### config.mk
export PLATFORM = sky130hd
export DESIGN_NAME = tlca_ctrl
export DESIGN_NICKNAME = d
export VERILOG_FILES = /design/src/design/tlca_pkg.sv /design/src/design/tlca_ctrl.sv
export SDC_FILE = /design/constraint.sdc
export NUM_CORES = 1
export LEC_CHECK = 0
export BUFFER_PORTS_ARGS = -buffer_cell sky130_fd_sc_hd__buf_2
export CAP_MARGIN = 0
export CELL_PAD_IN_SITES_DETAIL_PLACEMENT = 0
export CELL_PAD_IN_SITES_GLOBAL_PLACEMENT = 1
export CORE_ASPECT_RATIO = 0.6
export CORE_UTILIZATION = 34
export DETAILED_ROUTE_END_ITERATION = 8
export MAX_ROUTING_LAYER = met4
export PLACE_DENSITY_LB_ADDON = 0.1
export SLEW_MARGIN = 5
export SYNTH_ARGS = -nofsm -noshare
export SYNTH_HDL_FRONTEND = slang
export SYNTH_SLANG_ARGS = --single-unit
### constraint.sdc
create_clock -name clk -period 1.6 [get_ports clk]
set_input_delay 0.32 -clock clk [delete_from_list [all_inputs] [get_ports clk]]
set_output_delay 0.32 -clock clk [all_outputs]
set_load 0.05 [all_outputs]
### src/design/tlca_pkg.sv
// Shared types, constants and step codes for the tree ancestor block.
package tlca_pkg;

	localparam int NODE_SLOTS = 1024;
	localparam int EDGE_SLOTS = 2 * NODE_SLOTS;
	localparam int NW = $clog2(NODE_SLOTS);
	localparam int EIW = $clog2(EDGE_SLOTS);
	localparam int LW = EIW + 1;
	localparam int UW = 6;

	// Operation codes.
	localparam logic [1:0] OP_CLEAR = 2'd0;
	localparam logic [1:0] OP_ADD = 2'd1;
	localparam logic [1:0] OP_BUILD = 2'd2;
	localparam logic [1:0] OP_QUERY = 2'd3;

	// Status codes.
	localparam logic [1:0] ST_OK = 2'd0;
	localparam logic [1:0] ST_FULL = 2'd1;
	localparam logic [1:0] ST_NOT_BUILT = 2'd2;
	localparam logic [1:0] ST_BAD_NODE = 2'd3;

	// Step codes: controller states, also the datapath micro-operation.
	localparam logic [UW-1:0] S_IDLE = 6'd0;
	localparam logic [UW-1:0] S_HSWEEP = 6'd1;
	localparam logic [UW-1:0] S_E0 = 6'd2;
	localparam logic [UW-1:0] S_E1 = 6'd3;
	localparam logic [UW-1:0] S_E2 = 6'd4;
	localparam logic [UW-1:0] S_E3 = 6'd5;
	localparam logic [UW-1:0] S_BCHK = 6'd6;
	localparam logic [UW-1:0] S_BSWEEP = 6'd7;
	localparam logic [UW-1:0] S_B1INIT = 6'd8;
	localparam logic [UW-1:0] S_B1HEAD = 6'd9;
	localparam logic [UW-1:0] S_B1TOP = 6'd10;
	localparam logic [UW-1:0] S_B1EDGE = 6'd11;
	localparam logic [UW-1:0] S_B1CHK = 6'd12;
	localparam logic [UW-1:0] S_B1POP0 = 6'd13;
	localparam logic [UW-1:0] S_B1POP1 = 6'd14;
	localparam logic [UW-1:0] S_B1POP2 = 6'd15;
	localparam logic [UW-1:0] S_B1POP3 = 6'd16;
	localparam logic [UW-1:0] S_B2INIT = 6'd17;
	localparam logic [UW-1:0] S_B2HEAD = 6'd18;
	localparam logic [UW-1:0] S_B2TOP = 6'd19;
	localparam logic [UW-1:0] S_B2EDGE = 6'd20;
	localparam logic [UW-1:0] S_B2CHK = 6'd21;
	localparam logic [UW-1:0] S_B2POP0 = 6'd22;
	localparam logic [UW-1:0] S_B2POP1 = 6'd23;
	localparam logic [UW-1:0] S_B2POP2 = 6'd24;
	localparam logic [UW-1:0] S_Q0 = 6'd25;
	localparam logic [UW-1:0] S_Q1 = 6'd26;
	localparam logic [UW-1:0] S_Q2 = 6'd27;
	localparam logic [UW-1:0] S_QL0 = 6'd28;
	localparam logic [UW-1:0] S_QL1 = 6'd29;
	localparam logic [UW-1:0] S_QL2 = 6'd30;
	localparam logic [UW-1:0] S_QL3 = 6'd31;
	localparam logic [UW-1:0] S_QL4 = 6'd32;
	localparam logic [UW-1:0] S_QL5 = 6'd33;
	localparam logic [UW-1:0] S_QF0 = 6'd34;
	localparam logic [UW-1:0] S_QF1 = 6'd35;

	// Command from the controller to the datapath.
	typedef struct packed {
		logic [UW-1:0] uop;
		logic load;
		logic finish;
		logic [1:0] status;
	} cmd_t;

	// Status flags from the datapath to the controller.
	typedef struct packed {
		logic a_zero;
		logic b_zero;
		logic full;
		logic built;
		logic sweep_last;
		logic c_zero;
		logic sp_one;
		logic fresh;
		logic p2_ok;
		logic depth_zero;
		logic same_chain;
	} flags_t;

endpackage

### src/design/tlca_ctrl.sv
// Controller state machine that sequences clears, edge adds, builds and queries.
module tlca_ctrl (
	input logic clk,
	input logic arst_n,
	input logic start,
	input logic [1:0] operation,
	input tlca_pkg::flags_t flags,
	output tlca_pkg::cmd_t cmd,
	output logic busy
);
	import tlca_pkg::*;

	logic [UW-1:0] state_q, state_d;
	logic reply_q, reply_d;

	assign busy = (state_q != S_IDLE);

	// Next state and command decode.
	always_comb begin
		state_d = state_q;
		reply_d = reply_q;
		cmd.uop = state_q;
		cmd.load = 1'b0;
		cmd.finish = 1'b0;
		cmd.status = ST_OK;
		case (state_q)
			S_IDLE: begin
				if (start) begin
					cmd.load = 1'b1;
					case (operation)
						OP_CLEAR: begin
							state_d = S_HSWEEP;
							reply_d = 1'b1;
						end
						OP_ADD: state_d = S_E0;
						OP_BUILD: state_d = S_BCHK;
						default: state_d = S_Q0;
					endcase
				end
			end
			S_HSWEEP: begin
				if (flags.sweep_last) begin
					cmd.finish = reply_q;
					reply_d = 1'b0;
					state_d = S_IDLE;
				end
			end
			S_E0: begin
				if (flags.a_zero || flags.b_zero) begin
					cmd.finish = 1'b1;
					cmd.status = ST_BAD_NODE;
					state_d = S_IDLE;
				end else if (flags.full) begin
					cmd.finish = 1'b1;
					cmd.status = ST_FULL;
					state_d = S_IDLE;
				end else begin
					state_d = S_E1;
				end
			end
			S_E1: state_d = S_E2;
			S_E2: state_d = S_E3;
			S_E3: begin
				cmd.finish = 1'b1;
				state_d = S_IDLE;
			end
			S_BCHK: begin
				if (flags.a_zero) begin
					cmd.finish = 1'b1;
					cmd.status = ST_BAD_NODE;
					state_d = S_IDLE;
				end else begin
					state_d = S_BSWEEP;
				end
			end
			S_BSWEEP: if (flags.sweep_last) state_d = S_B1INIT;
			S_B1INIT: state_d = S_B1HEAD;
			S_B1HEAD: state_d = S_B1TOP;
			S_B1TOP: begin
				if (!flags.c_zero) state_d = S_B1EDGE;
				else if (flags.sp_one) state_d = S_B2INIT;
				else state_d = S_B1POP0;
			end
			S_B1EDGE: state_d = S_B1CHK;
			S_B1CHK: state_d = flags.fresh ? S_B1HEAD : S_B1TOP;
			S_B1POP0: state_d = S_B1POP1;
			S_B1POP1: state_d = S_B1POP2;
			S_B1POP2: state_d = S_B1POP3;
			S_B1POP3: state_d = S_B1TOP;
			S_B2INIT: state_d = S_B2HEAD;
			S_B2HEAD: state_d = S_B2TOP;
			S_B2TOP: begin
				if (!flags.c_zero) begin
					state_d = S_B2EDGE;
				end else if (flags.sp_one) begin
					cmd.finish = 1'b1;
					state_d = S_IDLE;
				end else begin
					state_d = S_B2POP0;
				end
			end
			S_B2EDGE: state_d = S_B2CHK;
			S_B2CHK: state_d = flags.p2_ok ? S_B2HEAD : S_B2TOP;
			S_B2POP0: state_d = S_B2POP1;
			S_B2POP1: state_d = S_B2POP2;
			S_B2POP2: state_d = S_B2TOP;
			S_Q0: begin
				if (!flags.built) begin
					cmd.finish = 1'b1;
					cmd.status = ST_NOT_BUILT;
					state_d = S_IDLE;
				end else if (flags.a_zero || flags.b_zero) begin
					cmd.finish = 1'b1;
					cmd.status = ST_BAD_NODE;
					state_d = S_IDLE;
				end else begin
					state_d = S_Q1;
				end
			end
			S_Q1: state_d = S_Q2;
			S_Q2: begin
				if (flags.depth_zero) begin
					cmd.finish = 1'b1;
					cmd.status = ST_BAD_NODE;
					state_d = S_IDLE;
				end else begin
					state_d = S_QL0;
				end
			end
			S_QL0: state_d = S_QL1;
			S_QL1: state_d = S_QL2;
			S_QL2: state_d = flags.same_chain ? S_QF0 : S_QL3;
			S_QL3: state_d = S_QL4;
			S_QL4: state_d = S_QL5;
			S_QL5: state_d = S_QL0;
			S_QF0: state_d = S_QF1;
			S_QF1: begin
				cmd.finish = 1'b1;
				state_d = S_IDLE;
			end
			default: state_d = S_IDLE;
		endcase
	end

	// State register; reset starts with a pass that empties the edge lists.
	always_ff @(posedge clk or negedge arst_n) begin
		if (!arst_n) begin
			state_q <= S_HSWEEP;
			reply_q <= 1'b0;
		end else begin
			state_q <= state_d;
			reply_q <= reply_d;
		end
	end

	// A finished word always returns the controller to idle.
	a_fin_idle: assert property (@(posedge clk) disable iff (!arst_n)
		cmd.finish |=> state_q == S_IDLE) else $error("finish not followed by idle");

	// A word is only taken in idle.
	a_load_idle: assert property (@(posedge clk) disable iff (!arst_n)
		cmd.load |-> !busy) else $error("load while busy");

endmodule

==> out/qor.yml <==
grt.total_usage_pct: 32.0
worst_clock_skew_ps: 6.13
firstDrtPassIters: 5
critPathMaxStageDelay_ps: 430
syn_area_sq_mm: 0.00111
worstPathMaxFanout: 6
antenna_cells: 0
finalCritPeriodShare_pct: 125
r2r_end: "state_q[1]"
clk_pin_slew_ps: 50
outcome: "finished with violations"
final_nets: 253
worst_setup_path_end_kind: "output pin"
place.gp.congestion: 1.06
initial_core_util_pct: 37.3
rrSetupSlack_ps: -340
clockBufferDepth: 2
synth_nets: 179
grt_pass1_vias: 1468
hold_depth: 3
postLayoutCoreUtil_pct: 66.0
drc: 0
reg2reg_from: "state_q[0]"
max_slew.worst_pin.slew_ps: 473
synth_area_leader_cell: "dfrtp_1"
synthTopCellsByArea: "dfrtp_1 (13%), a21oi_1 (8.5%), nand2_1 (5.7%), a31oi_1 (4.5%), nor2_1 (4.0%)"
p_leak_uw: 0.000853
core_area_sq_mm: 0.00298
synth-seq-area-share_pct: 15.9
crit_buf_inv: 3
synth_edf_count: 0
slowest_stage: "dfrtp_2"
grt-ovfl-total: 0
syn_inst: 160
drive_above_1_share_pct: 49.8
cts_made_buffers: 3
syn_avg_cell_area_sq_um: 6.95
vdd_drop_max_mv: 1.31
worstRegToRegCells: 7
cts-root-buf: "clkbuf_8"
synth_ff_type: "dfrtp_1"
setup_viol: 10
path_cells: "buf_6 -> nor4_4 -> buf_4 -> nand4_1 -> nand4_1 -> buf_6"
ys_ff_latch: 7
layout_setup_ws_ps: -408
layout_common_cells: "buf_4 (48), buf_2 (19), a21oi_1 (16), nand2_1 (16), nor2_1 (11)"
slew_headroom_pct: 68.1
critPathTopFamily: "simple AND/OR/NAND/NOR gates"
finish.instance_area_sq_mm: 0.00197
min_to: "state_q[5]"
ant_nets: 0
period_minus_slack_ps: 2010
io_pins: 27
cts.sinks: 7
via_per_inst: 5.98
min_path_type: "input port to flip-flop"
mostFrequentLayoutCell: "buf_4"
yosysUniqueCellTypes: 54
start_kind: "flip-flop"
fp.dieH_microns: 46.3
slew_violations: 0
area_growth_pct: 77.1
grt_max_degree: 24
dp_slack_ps: -376
hold_start: "flags[0]"
dieArea_sq_mm: 0.00351
placementRows: 15
cap_violations: 0
violations: "setup timing"
worstPathRequired_ps: 1280
first_iter_violations: 273
rsz0062_at_grt: "yes"
die_x_microns: 75.8
path_class: "flip-flop to output pin"
grt_pass1_wl_microns: 7600
hold_viol: 0
p_per_area_mw_per_mm2: 1780
fmax_mhz: 498
synth.top_cell.area_share_pct: 13.5
finalWirelength_microns: 5110
hpwl_microns: 3890
clock_latency_ps: 250
vias: 1644
cts_max_level: 1
ys_warn_count: 0
antenna_found_initial: 0
cts_tree: "built"
async_flop_share_pct: 100
wl_per_cell_microns: 18.6
numPortBuffers: 26
cp.arrival_ps: 1690
postPlaceCellArea_sq_mm: 0.00170
[worst max-delay path by stage]
stage	from	endpoint	slack [ps]	cells after the start
after CTS	state_q[3]	cmd[2]	-410	6
after detailed placement	state_q[4]	cmd[2]	-380	5
final	state_q[3]	cmd[2]	-410	6
after global routing	state_q[3]	cmd[2]	-480	6
after floorplan	state_q[0]	cmd[2]	-430	5
after global placement	state_q[4]	cmd[2]	-450	5
[worst register-to-register path: stages (launching register included)]
cell and delay, ps:
dfstp_2 550, buf_4 170, nor2_1 100, and2_4 190, buf_4 150, a22o_1 240, nor4_1 290, o21ai_1 130
[timing repair]
item | 4_1_cts | 5_1_grt
resized for setup | 32 | 7
endpoints found under the hold margin | 6 | 0
pin swaps | 6 | 8
cloned | 0 | 0
buffers inserted | 6 | 2
endpoints found under the setup margin | 10 | 12
hold buffers | 1 | 0
[power breakdown]
| part | switching, uW | internal [uW] |
|---|---|---|
| clock | 113 | 176 |
| combinational | 1620 | 1280 |
| sequential | 64.6 | 261 |
| total | 1800 | 1720 |
[sequential cells by signal, indices dropped and copies added (netlist names)]
| name | cells |
|---|---|
| reply_q | 1 |
| state_q | 6 |
[layer usage]
| metal | global-route usage [%] | share of wire [%] | vias to the layer above |
|---|---|---|---|
| met5 | - | 0 | - |
| met4 | 7.41 | 1.4 | 0 |
| met3 | 6.78 | 11 | 13 |
| met2 | 45.0 | 44 | 108 |
| met1 | 46.1 | 43 | 771 |
| li1 | - | - | 752 |
[per-stage QoR]
| stage | hold WS (ps) | total power (uW) | TNS (ps) | instances |
|---|---|---|---|---|
| after floorplan | 24.4 | 1930 | -1620 | 160 |
| after global placement | 182 | 2730 | -2520 | 263 |
| after detailed placement | 191 | 2740 | -2310 | 263 |
| after CTS | 349 | 3360 | -2840 | 273 |
| after global routing | 365 | 3690 | -3720 | 275 |
| final | 341 | 3510 | -3070 | 275 |
[cell usage after synthesis, drive strengths merged (2+ instances only)]
cell,count
nor3,2
o211ai,2
buf,10
nor2,12
nor2b,3
o22ai,3
nand2,17
or2,3
a2111oi,3
and3,5
or4b,2
a21oi,19
nor3b,2
nand3b,2
inv,5
nand4,2
a31oi,8
nand3,3
nand2b,6
nand4b,2
o31ai,2
clkbuf,2
o21ai,9
dfrtp,6
nor4,4
nand4bb,2
a21o,2
ha,3
mux2i,2
[final cells by class]
class	count	area, sq um
Inverter	5	23.8
Multi-Input combinational cell	136	1030
Sequential cell	7	185
Clock buffer	4	45.0
Tap cell	42	52.6
Timing Repair Buffer	81	636
Fill cell	249	1010
[logic make-up after synthesis]
logic type	synth area share, %
AO/OA/AOI/OAI	32.8
multiplexers	1.80
adder cells (fa/ha/maj)	3.37
buffers and inverters	7.54
flip-flops	15.9
AND/OR/NAND/NOR	37.8
XOR/XNOR	0.788
Note: power is estimated with default switching activity, not from simulation.
